File: src/rtl/core/vds_pkg.sv
// Shared types and constants of the 2x2x2 mean downsampler.
package vds_pkg;

    localparam int VOX_W       = 16;
    localparam int CFG_W       = 13;
    localparam int SIZE_W      = 11;
    localparam int ZPOS_W      = 12;
    localparam int DEPTH_LIMIT = 4096;
    localparam int SUM_SHIFT   = 3;

    localparam logic [1:0] REG_WIDTH  = 2'd0;
    localparam logic [1:0] REG_HEIGHT = 2'd1;
    localparam logic [1:0] REG_DEPTH  = 2'd2;

    typedef struct packed {
        logic active;
        logic x_odd;
        logic y_odd;
        logic z_odd;
        logic last;
    } ctrl_t;

endpackage

File: src/rtl/core/vds_seq.sv
// Size registers and raster position counters.
module vds_seq #(
    parameter int MAX_WIDTH  = 1024,
    parameter int MAX_HEIGHT = 1024,
    localparam int XW     = $clog2(MAX_WIDTH),
    localparam int YW     = $clog2(MAX_HEIGHT),
    localparam int HALF_W = MAX_WIDTH / 2,
    localparam int HALF_H = MAX_HEIGHT / 2,
    localparam int CLW    = (HALF_W > 1) ? $clog2(HALF_W) : 1,
    localparam int RLW    = (HALF_H > 1) ? $clog2(HALF_H) : 1
) (
    input  logic                      clk,
    input  logic                      rst_n,
    input  logic                      cfg_write_en,
    input  logic [1:0]                cfg_index,
    input  logic [vds_pkg::CFG_W-1:0] cfg_data,
    input  logic                      step,
    output vds_pkg::ctrl_t            ctrl,
    output logic [CLW-1:0]            col,
    output logic [RLW-1:0]            row_half
);
    import vds_pkg::*;

    localparam int RST_W = (1024 > MAX_WIDTH) ? MAX_WIDTH : 1024;
    localparam int RST_H = (1024 > MAX_HEIGHT) ? MAX_HEIGHT : 1024;

    logic [XW-1:0]     wl_reg;
    logic [YW-1:0]     hl_reg;
    logic [ZPOS_W-1:0] dl_reg;
    logic [XW-1:0]     x_reg, x_next;
    logic [YW-1:0]     y_reg, y_next;
    logic [ZPOS_W-1:0] z_reg, z_next;
    logic [SIZE_W-1:0] size_val;
    logic [CFG_W-1:0]  depth_val;
    logic              in_x, in_y, in_z;
    logic              x_last, y_last, z_last;

    assign size_val  = cfg_data[SIZE_W-1:0];
    assign depth_val = cfg_data;

    always_ff @(posedge clk or negedge rst_n)
    begin
        if (!rst_n)
        begin
            wl_reg <= XW'(RST_W - 1);
            hl_reg <= YW'(RST_H - 1);
            dl_reg <= ZPOS_W'(1023);
        end
        else if (cfg_write_en)
        begin
            case (cfg_index)
                REG_WIDTH:
                begin
                    if (size_val == '0)
                        wl_reg <= '0;
                    else if (32'(size_val) > MAX_WIDTH)
                        wl_reg <= XW'(MAX_WIDTH - 1);
                    else
                        wl_reg <= XW'(size_val - 11'd1);
                end
                REG_HEIGHT:
                begin
                    if (size_val == '0)
                        hl_reg <= '0;
                    else if (32'(size_val) > MAX_HEIGHT)
                        hl_reg <= YW'(MAX_HEIGHT - 1);
                    else
                        hl_reg <= YW'(size_val - 11'd1);
                end
                REG_DEPTH:
                begin
                    if (depth_val == '0)
                        dl_reg <= '0;
                    else if (32'(depth_val) > DEPTH_LIMIT)
                        dl_reg <= ZPOS_W'(DEPTH_LIMIT - 1);
                    else
                        dl_reg <= ZPOS_W'(depth_val - 13'd1);
                end
                default:
                begin
                end
            endcase
        end
    end

    always_comb
    begin
        x_next = x_reg;
        y_next = y_reg;
        z_next = z_reg;
        if (cfg_write_en && (cfg_index == REG_WIDTH || cfg_index == REG_HEIGHT
                             || cfg_index == REG_DEPTH))
        begin
            x_next = '0;
            y_next = '0;
            z_next = '0;
        end
        else if (step)
        begin
            if (x_reg == wl_reg)
            begin
                x_next = '0;
                if (y_reg == hl_reg)
                begin
                    y_next = '0;
                    z_next = (z_reg == dl_reg) ? '0 : z_reg + 1'b1;
                end
                else
                begin
                    y_next = y_reg + 1'b1;
                end
            end
            else
            begin
                x_next = x_reg + 1'b1;
            end
        end
    end

    always_ff @(posedge clk or negedge rst_n)
    begin
        if (!rst_n)
        begin
            x_reg <= '0;
            y_reg <= '0;
            z_reg <= '0;
        end
        else
        begin
            x_reg <= x_next;
            y_reg <= y_next;
            z_reg <= z_next;
        end
    end

    // an odd size drops its final column, row or plane
    assign in_x = !(x_reg == wl_reg && !wl_reg[0]);
    assign in_y = !(y_reg == hl_reg && !hl_reg[0]);
    assign in_z = !(z_reg == dl_reg && !dl_reg[0]);

    // only evaluated on odd positions, where one of the two compares can hit
    assign x_last = (x_reg == wl_reg) || (x_reg == wl_reg - 1'b1);
    assign y_last = (y_reg == hl_reg) || (y_reg == hl_reg - 1'b1);
    assign z_last = (z_reg == dl_reg) || (z_reg == dl_reg - 1'b1);

    assign ctrl.active = in_x && in_y && in_z;
    assign ctrl.x_odd  = x_reg[0];
    assign ctrl.y_odd  = y_reg[0];
    assign ctrl.z_odd  = z_reg[0];
    assign ctrl.last   = x_last && y_last && z_last;

    assign col      = CLW'(x_reg >> 1);
    assign row_half = RLW'(y_reg >> 1);

endmodule

File: config.mk
export PLATFORM = sky130hd
export DESIGN_NAME = vds_seq
export DESIGN_NICKNAME = d
export VERILOG_FILES = /design/src/rtl/core/vds_pkg.sv /design/src/rtl/core/vds_seq.sv
export SDC_FILE = /design/constraint.sdc
export NUM_CORES = 1
export LEC_CHECK = 0
export ABC_CLOCK_PERIOD_IN_PS = 2850
export BUFFER_PORTS_ARGS = -buffer_cell sky130_fd_sc_hd__buf_2
export CAP_MARGIN = 10
export CORE_MARGIN = 4
export CORE_UTILIZATION = 62
export CTS_BUF_LIST = sky130_fd_sc_hd__clkbuf_4
export DETAILED_ROUTE_END_ITERATION = 8
export PLACE_DENSITY = 0.83
export SETUP_SLACK_MARGIN = 0.15
export SLEW_MARGIN = 25
export SYNTH_ARGS = -nofsm -noshare
export SYNTH_HDL_FRONTEND = slang
export SYNTH_SLANG_ARGS = --single-unit
File: constraint.sdc
create_clock -name clk -period 2.85 [get_ports clk]
set_input_delay 0.285 -clock clk [delete_from_list [all_inputs] [get_ports clk]]
set_output_delay 0.285 -clock clk [all_outputs]
set_load 0.01 [all_outputs]
# Word-level counts from Yosys, hierarchy flattened

Index checks and enable logic that the tools add are counted.
Widths: inputs -> output; s select.

Register bits after elaboration: 64
Bits of input ports: 19
Output and inout bits: 23

$add $sub $neg: 8
Order comparisons: 2
Eq/ne operators: 8
Multiplexer cells: 16
Reductions and logical operators: 30

Operators by type and width:

| cell                  | count |
|---|---|
| $mux 10               | 9 |
| $mux 12               | 7 |
| $eq 10x10->1          | 4 |
| $sub 10x1->10 const B | 3 |
| $eq 12x12->1          | 2 |
| $sub 12x1->12 const B | 2 |
| $add 10x1->10 const B | 2 |
| $gt 13x13->1 const B  | 1 |
| $logic_not 13->1      | 1 |
| $add 12x1->12 const B | 1 |
| $gt 11x11->1 const B  | 1 |
| $logic_not 11->1      | 1 |
| $logic_and 1x1->1     | 8 |
| $reduce_and 2->1      | 4 |
| $logic_not 1->1       | 6 |
| $reduce_bool 2->1     | 3 |
| $logic_or 1x1->1      | 5 |
| $reduce_and 3->1      | 1 |
| $eq 2x1->1 const B    | 1 |
| $eq 2x2->1 const B    | 1 |
| $logic_not 2->1       | 1 |

# Logic depth before layout (Yosys ltp)

Gate-level depths: netlist of run 1.

Depth after elaboration: 6
Depth in mapped cells: 9

# Worst setup path after synthesis of run 1

No wires, ideal clock.

Path kind: reg-to-output
From: reg dl_reg[0]
To: out ctrl[0] (netlist bit)
Data arrival time: 2.220 ns
Required time: 2.565 ns
Path slack: 0.345 ns
Cell stages (with the launch flop): 9
Path buffers: 0
Cells stage by stage: dfstp_2 -> inv_1 -> ha_1 -> or4b_2 -> nor2_1 -> xor2_1 -> nand3_1 -> a221o_1 -> a221oi_2

RTL lines:

| element                | RTL line      | source |
|---|---|---|
| start, declared        | vds_seq.sv:29 | `logic [ZPOS_W-1:0] dl_reg;` |
| start signal, assigned | vds_seq.sv:75 | `dl_reg <= ZPOS_W'(DEPTH_LIMIT - 1);` |
| start signal, assigned | vds_seq.sv:77 | `dl_reg <= ZPOS_W'(depth_val - 13'd1);` |
| end, declared          | vds_seq.sv:18 | `output vds_pkg::ctrl_t ctrl,` |

==> results of run 1 <==
==> synthesized netlist by cell type, types with 4 or more instances <==
cell,n,area [um2]
nor2b_1,5,31.3
nand2_1,50,188
nand3_1,19,95.1
dfrtp_1,34,851
a31oi_1,5,31.3
and3_1,9,56.3
or4_1,6,45.0
nand2b_1,11,68.8
buf_2,6,30.0
nor3b_1,4,30.0
o31ai_1,11,82.6
a21o_1,11,82.6
xnor2_1,33,289
nor4_1,8,50.1
nand3b_1,6,45.0
nand4_1,13,81.3
inv_1,20,75.1
mux2_2,4,45.0
nor2_1,51,191
dfstp_2,30,788
or3b_2,4,35.0
nor3_1,9,45.0
clkbuf_1,15,56.3
a21oi_1,15,75.1
o21ai_0,47,235
ha_1,7,87.6
a211oi_1,6,45.0
xor2_1,26,228
==> stage by stage <==
step,power (mW),util
global placement,1.92,0.668
detailed placement,1.96,0.668
global route,2.85,0.704
CTS,2.67,0.696
floorplan,1.75,-
finish,2.70,0.704
==> where the power goes <==
part	leakage, nW	switching, mW	internal (mW)	total [mW]
clock network	0.0800	0.338	0.361	0.700
registers	0.777	0.201	1.07	1.27
logic	1.31	0.384	0.343	0.727
==> timing repair <==
item / CTS / global route
pin swaps: 1 / 1
gates resized for setup: 7 / 9
buffers inserted: 3 / 0
endpoints found under the setup margin: 3 / 2
==> critical path: cells and delay by family, from the launching register on <==
kind,cells,cell delay [ps]
AO/OA/AOI/OAI,3,640
buffers and inverters,1,160
flip-flops,1,390
AND/OR/NAND/NOR,3,1160
==> area by class of cell <==
cell class                 count  area, um2  area share
inverter                      20       75.1      0.0148
multi-input combinational    419       2780       0.547
timing repair buffer          54        303      0.0596
clock buffer                  10       75.1      0.0148
sequential                    64       1640       0.323
clock inverter                 6       83.8      0.0165
tap                           99        124      0.0244
==> per-layer routing <==
| layer | wire (um) | up-vias | part of all wire | global-route usage |
|---|---|---|---|---|
| met5 | 0 | - | 0 | 0 |
| met4 | 367 | 0 | 0.033 | 0.116 |
| met3 | 626 | 32 | 0.056 | 0.0288 |
| met1 | 5060 | 2007 | 0.45 | 0.377 |
| li1 | - | 1976 | - | - |
| met2 | 5070 | 159 | 0.46 | 0.400 |
==> path summary, 6_finish.rpt <==
kind	to	slack, ps
worst max register to register	z_reg[5]	370
worst min-delay path	z_reg[10]	20
max in group asynchronous	y_reg[4]	2290
worst max-delay path	ctrl[0]	-180
min in group clk	dl_reg[0]	210
worst min register to register	wl_reg[1]	520
==> kinds of logic after synthesis <==
| logic type | Yosys count | share of synthesized area |
|---|---|---|
| and+or+nand+nor | 218 | 0.255 |
| AOI/OAI and AO/OA | 127 | 0.185 |
| DFF | 64 | 0.359 |
| xor gates and xnor gates | 59 | 0.113 |
| buffers and inverters | 48 | 0.0496 |
| adders and majority gates | 8 | 0.0214 |
| muxes | 7 | 0.0165 |
==> metrics.yaml, run 1 <==
yosysWarnings: 0
syn_to_final_growth_pct: 11.3
tritoncts: "built"
drt_iter0_markers: 328
antenna_left: 0
worstRegToRegCells: 7
crit_chain: "or4_4 -> o2bb2ai_4 -> nand4_1 -> or4b_1 -> a221o_1 -> a221oi_2 -> buf_2"
n_antenna_cell: 0
status: "finished with violations"
die_x_um: 93.8
ioPinCount: 42
p_per_area_nw_per_um2: 532
startpoint_type: "register"
clockBufferDepth: 2
fillers: 598
num_rows: 31
final.period_utilization: 1.06
worst-path-max-fanout: 3
fin_crit_ps: 3030
synthesis.instances: 531
ys_types: 72
synth.avg_cell_area_um2: 8.59
final_layout_size_suffix_gt1_frac: 0.230
cts_made_buffers: 9
htree_levels: 3
finalSetupViolCount: 1
violations: "negative setup slack"
grt_pass1_wl_um: 18400
end_kind: "output port"
grt_usage: 0.263
skew_ps: 22.2
finalSetupTns_ps: -177
reg2reg_from: "hl_reg[4]"
drv_slew: 0
fmax_ghz: 0.330
ctsHoldBuffers: 0
worstSetupStartpoint: "dl_reg[1]"
grt_start_max_net_pins: 65
leakagePower_nw: 2.17
slew_headroom: 0.480
fin_hold_ws_ps: 24.9
async_flop_share: 1.00
postLayoutCellArea_um2: 5080
clock-sinks: 64
seq_area_frac_synth: 0.359
fin_nets: 594
dieArea_um2: 8800
overflow: 0
cp_slowest_cell: "or4_4"
worstPathArrival_ps: 2740
clk_latency_ps: 420
root_buffer: "clkbuf_4"
cp_data_required_time_ps: 2570
max_stage_delay_ps: 570
worstMarginPinSlew_ps: 779
cap_viol_max_count: 0
layout_common_cells: "nand2_1, nor2_1, o21ai_0"
syn_nets: 557
avgViaCountPerCell: 6.21
worst_slack_ps: -177
start_util: 0.633
die_h_um: 93.8
via_count: 4174
grt_setup_unrepaired: "yes"
wl_um: 11100
irDropWorstVdd_v: 0.000309
drt_drc_violations_left: 0
hold_viol: 0
hp-class: "in2async"
stdcell_count: 672
io_buffers: 41
worstSetupPathType: "reg2out"
grt_pass1_vias: 3841
detail_route.wl_per_cell_um: 16.6
dpl-instance-area_um2: 4820
synth_area_um2: 4560
coreArea_um2: 7210
cts.clk_slew.worst_paths_ps: 110
yosys_register_bits: 64
synth_edf_count: 0
hpwl_um: 8280
antenna_found_initial: 0
routabilityCongestion: 0.936
placed_cells: 653
post-place-ws_ps: 127
ys.flop_type: "dfrtp_1"
first_pass_iters: 5
Note: power is estimated with default switching activity, not from simulation.
==> run 2, diff against run 1 <==
--- a/config.mk
+++ b/config.mk
@@ -13,6 +13,7 @@
 export CTS_BUF_LIST = sky130_fd_sc_hd__clkbuf_4
 export DETAILED_ROUTE_END_ITERATION = 8
 export PLACE_DENSITY = 0.83
+export RECOVER_POWER = 25
 export SETUP_SLACK_MARGIN = 0.15
 export SLEW_MARGIN = 25
 export SYNTH_ARGS = -nofsm -noshare
==> run 2 against run 1 <==
  * The flow finishes with violations (max-capacitance violations, max-slew violations, negative setup slack)
  * Hold slack better by 180 ps
  * Critical path depth stayed put
  * Global-route usage stayed put
  * Sequential power hardly changed
  * Setup slack worse by 4.9 ps
  * Critical path type unchanged
  * Maximum frequency is 0.16% lower
  * Power hardly changed
  * Clock skew hardly changed
  * Clock power hardly changed
  * Flip-flop and latch count stayed put
  * Clock-buffer cell count stayed put
  * Largest power group unchanged
==> metrics.yaml, run 2 (synthesis results as in run 1) <==
status: "finished with violations"
violations: "max-capacitance violations, max-slew violations, negative setup slack"
cp_data_required_time_ps: 2570
skew_ps: 22.2
cts_made_buffers: 9
worstPathArrival_ps: 2750
cap_viol_max_count: 1
fin_crit_ps: 3030
antenna_found_initial: 0
grt_pass1_vias: 3841
worst_slack_ps: -182
worstSetupPathType: "reg2out"
post-place-ws_ps: 127
via_count: 4174
ctsHoldBuffers: 0
ff2ff_setup_slack_ps: 370
first_pass_iters: 5
fin_nets: 594
placed_cells: 653
hp-class: "in2reg"
clk_latency_ps: 420
wl_um: 11100
dr_wl_met2_um: 5080
start_util: 0.633
wl_met3_um: 665
postLayoutCellArea_um2: 5080
grt_usage: 0.263
final_util: 0.704
hold_viol: 0
final.period_utilization: 1.06
p_total_mw: 2.70
routabilityCongestion: 0.936
irDropWorstVdd_v: 0.000309
fmax_ghz: 0.330
drt_drc_violations_left: 0
overflow: 0
root_buffer: "clkbuf_4"
ioPinCount: 42
antenna_left: 0
avgViaCountPerCell: 6.21
finalSetupTns_ps: -182
startpoint_type: "register"
layout_common_cells: "nand2_1, nor2_1, o21ai_0"
finalSetupViolCount: 1
p_per_area_nw_per_um2: 532
slew_headroom: -0.0131
dpl-instance-area_um2: 4820
leakagePower_nw: 2.17
grt_setup_unrepaired: "yes"
cts.clk_slew.worst_paths_ps: 90
tritoncts: "built"
coreArea_um2: 7210
grt_pass1_wl_um: 18400
met1_length_um: 5030
die_h_um: 93.8
detail_route.wl_per_cell_um: 16.6
clockBufferDepth: 2
final_layout_size_suffix_gt1_frac: 0.230
die_x_um: 93.8
top_layer_used: "met4"
worst-path-max-fanout: 3
stdcell_count: 672
n_antenna_cell: 0
worstMarginPinSlew_ps: 1520
htree_levels: 3
drv_slew: 65
grt_start_max_net_pins: 65
hpwl_um: 8280
clock-sinks: 64
num_rows: 31
end_kind: "output port"
dieArea_um2: 8800
syn_to_final_growth_pct: 11.2
io_buffers: 41
drt_iter0_markers: 328
fin_hold_ws_ps: 208
run 2: worst paths after layout:
path                               from        end  depth (start not counted)
hold reg to reg               wl_reg[1]  wl_reg[1]                          2
min in group asynchronous         rst_n  z_reg[10]                          2
hold / removal             cfg_data[12]  dl_reg[0]                          3
max in group asynchronous         rst_n   y_reg[4]                          2
setup reg to reg              hl_reg[4]   z_reg[5]                          7
setup / recovery              dl_reg[1]    ctrl[0]                          7
run 2: per-layer routing:
layer | GRT usage | vias to the layer above
li1 | - | 1975
met2 | 0.400 | 167
met4 | 0.116 | 0
met1 | 0.377 | 2002
met3 | 0.0288 | 30
met5 | 0 | -
run 2: where the power goes:
part | switching [mW] | total, mW | internal (mW)
combinational | 0.384 | 0.727 | 0.342
clock | 0.338 | 0.699 | 0.361
sequential | 0.201 | 1.28 | 1.07
total | 0.924 | 2.70 | 1.78
run 2: final cells by class:
| type | instances | area (um2) |
|---|---|---|
| Clock buffer | 10 | 75.1 |
| Clock inverter | 6 | 83.8 |
| Sequential cell | 64 | 1640 |
| Fill cell | 599 | 2140 |
| Inverter | 20 | 75.1 |
| Timing Repair Buffer | 54 | 300 |
| Multi-Input combinational cell | 419 | 2780 |
| Tap cell | 99 | 124 |
run 2: repair_timing:
action	in CTS	in global routing
pin swaps	1	1
endpoints found under the setup margin	3	2
gates cloned	0	0
buffers inserted	3	0
gates resized for setup	7	9
run 2: critical path: stages, from the launching register on:
cell	delay (ps)
dfstp_2	390
or4_4	570
o2bb2ai_4	150
nand4_1	110
or4b_1	490
a221o_1	290
a221oi_2	200
buf_2	160
==> run 3, diff against run 2 <==
--- a/config.mk
+++ b/config.mk
@@ -8,11 +8,11 @@
 export ABC_CLOCK_PERIOD_IN_PS = 2850
 export BUFFER_PORTS_ARGS = -buffer_cell sky130_fd_sc_hd__buf_2
 export CAP_MARGIN = 10
-export CORE_MARGIN = 4
+export CORE_MARGIN = 1.5
 export CORE_UTILIZATION = 62
 export CTS_BUF_LIST = sky130_fd_sc_hd__clkbuf_4
 export DETAILED_ROUTE_END_ITERATION = 8
-export PLACE_DENSITY = 0.83
+export PLACE_DENSITY = 0.84
 export RECOVER_POWER = 25
 export SETUP_SLACK_MARGIN = 0.15
 export SLEW_MARGIN = 25
==> run 3 against run 2 <==
  * The run still ends with max-capacitance violations, max-slew violations, negative setup slack left
  * Power decreased by 1.5%
  * Critical endpoint unchanged
  * Critical path type unchanged
  * Sequential power about the same
  * Die area decreased by 10%
  * Largest cell class unchanged
  * Sequential share of layout area increased by 0.14 points
  * Clock skew decreased by 8.8 ps
  * Highest routed layer unchanged
  * First-iteration DRC count increased by 2.4%
  * Maximum frequency decreased by 0.38%
==> metrics.yaml, run 3 (synthesis results as in run 1) <==
finalSetupTns_ps: -194
switching_share: 0.363
postLayoutCellArea_um2: 5050
irDropWorstVdd_v: 0.000431
end_kind: "output port"
drt_iter0_markers: 336
power_frac_seq: 0.480
fin_nets: 596
syn_to_final_growth_pct: 10.7
final.period_utilization: 1.07
clock-sinks: 64
cp_data_required_time_ps: 2570
antenna_found_initial: 0
startpoint_type: "register"
drv_slew: 32
io_buffers: 41
antenna_left: 0
clk_latency_ps: 420
violations: "max-capacitance violations, max-slew violations, negative setup slack"
hp-class: "in2reg"
grt_pass1_vias: 3740
grt_start_max_net_pins: 35
finalSetupViolCount: 1
clockBufferDepth: 2
detail_route.wl_per_cell_um: 16.7
worstPathArrival_ps: 2760
grt_usage: 0.302
cts_made_buffers: 9
hpwl_um: 8470
dpl-instance-area_um2: 4840
ioPinCount: 42
n_antenna_cell: 0
routabilityCongestion: 0.965
grt_setup_unrepaired: "yes"
overflow: 0
p_total_mw: 2.66
root_buffer: "clkbuf_4"
via_count: 4157
skew_ps: 13.4
cap_viol_max_count: 1
status: "finished with violations"
cts.clk_slew.worst_paths_ps: 130
combPwrFrac: 0.272
p_clk_frac: 0.248
worstMarginPinSlew_ps: 1690
start_util: 0.636
fin_crit_ps: 3040
tritoncts: "built"
htree_levels: 3
final_util: 0.704
p_per_area_nw_per_um2: 527
fmax_ghz: 0.329
num_rows: 31
wl_um: 11300
intPower_mw: 1.69
p_sw_mw: 0.967
avgViaCountPerCell: 6.17
grt_pass1_wl_um: 18200
first_pass_iters: 5
drt_drc_violations_left: 0
die_x_um: 88.8
worstSetupPathType: "reg2out"
slew_headroom: -0.125
hold_viol: 0
worst-path-max-fanout: 4
final_layout_size_suffix_gt1_frac: 0.226
post-place-ws_ps: 158
coreArea_um2: 7180
fillers: 555
die_h_um: 88.8
ff2ff_setup_slack_ps: 400
leakagePower_nw: 2.17
worst_slack_ps: -194
dieArea_um2: 7880
layout_common_cells: "nand2_1, nor2_1, o21ai_0"
==> run 3: changes by cell type in the layout (fill, tap and decap cells not counted), moves of 2 or more <==
cell / before / now
inv_6: 0 / 2
clkinv_4: 0 / 2
xnor2_2: 2 / 4
xnor2_1: 31 / 29
==> run 3: final timing paths <==
path,startpoint,endpoint,depth (start not counted)
setup reg to reg,hl_reg[4],z_reg[5],7
max in group asynchronous,rst_n,dl_reg[11],3
setup / recovery,dl_reg[1],ctrl[0],7
hold reg to reg,hl_reg[3],hl_reg[3],2
hold / removal,cfg_data[12],dl_reg[9],3
min in group asynchronous,rst_n,z_reg[10],2
==> run 3: per-stage QoR <==
stage	hold WS (ps)	cells
final	170	674
after global routing	176	674
after CTS	166	674
after detailed placement	392	654
after global placement	367	654
after floorplan	-10.6	531
==> run 3: repair_timing <==
item	CTS	global route
hold buffers	1	0
pin swaps	1	0
hold endpoints to repair	30	0
setup endpoints to repair	2	2
buffers inserted	3	0
gates resized for setup	6	5
==> run 3: power by group through the flow <==
stage	registers [mW]	logic, mW	clock network [mW]
2_1_floorplan	1.19	0.561	0
3_3_place_gp	1.27	0.669	0
3_5_place_dp	1.28	0.691	0
4_1_cts	1.27	0.719	0.665
5_1_grt	1.29	0.810	0.706
6_report	1.28	0.724	0.660
==> run 3: final cells by class <==
type | instances | area, um2 | share of cell area
sequential | 64 | 1640 | 0.324
multi-input combinational | 419 | 2750 | 0.544
tap | 99 | 124 | 0.0245
timing repair buffer | 56 | 317 | 0.0627
inverter | 20 | 75.1 | 0.0149
clock buffer | 9 | 67.6 | 0.0134
clock inverter | 7 | 78.8 | 0.0156
==> run 3: metal layers <==
| metal | routed length, um | track usage | up-vias |
|---|---|---|---|
| met5 | 0 | 0 | - |
| met2 | 5340 | 0.485 | 133 |
| met1 | 5200 | 0.425 | 2027 |
| met3 | 615 | 0.0485 | 11 |
| met4 | 109 | 0.0781 | 0 |
| li1 | - | - | 1986 |
==> run 3: worst max-delay path: stages (launching register included) <==
cell       delay [ps]
dfstp_2           410
or4_4             550
o2bb2ai_2         160
nand4_1            90
or4b_1            480
a221o_1           290
a221oi_2          210
buf_2             160
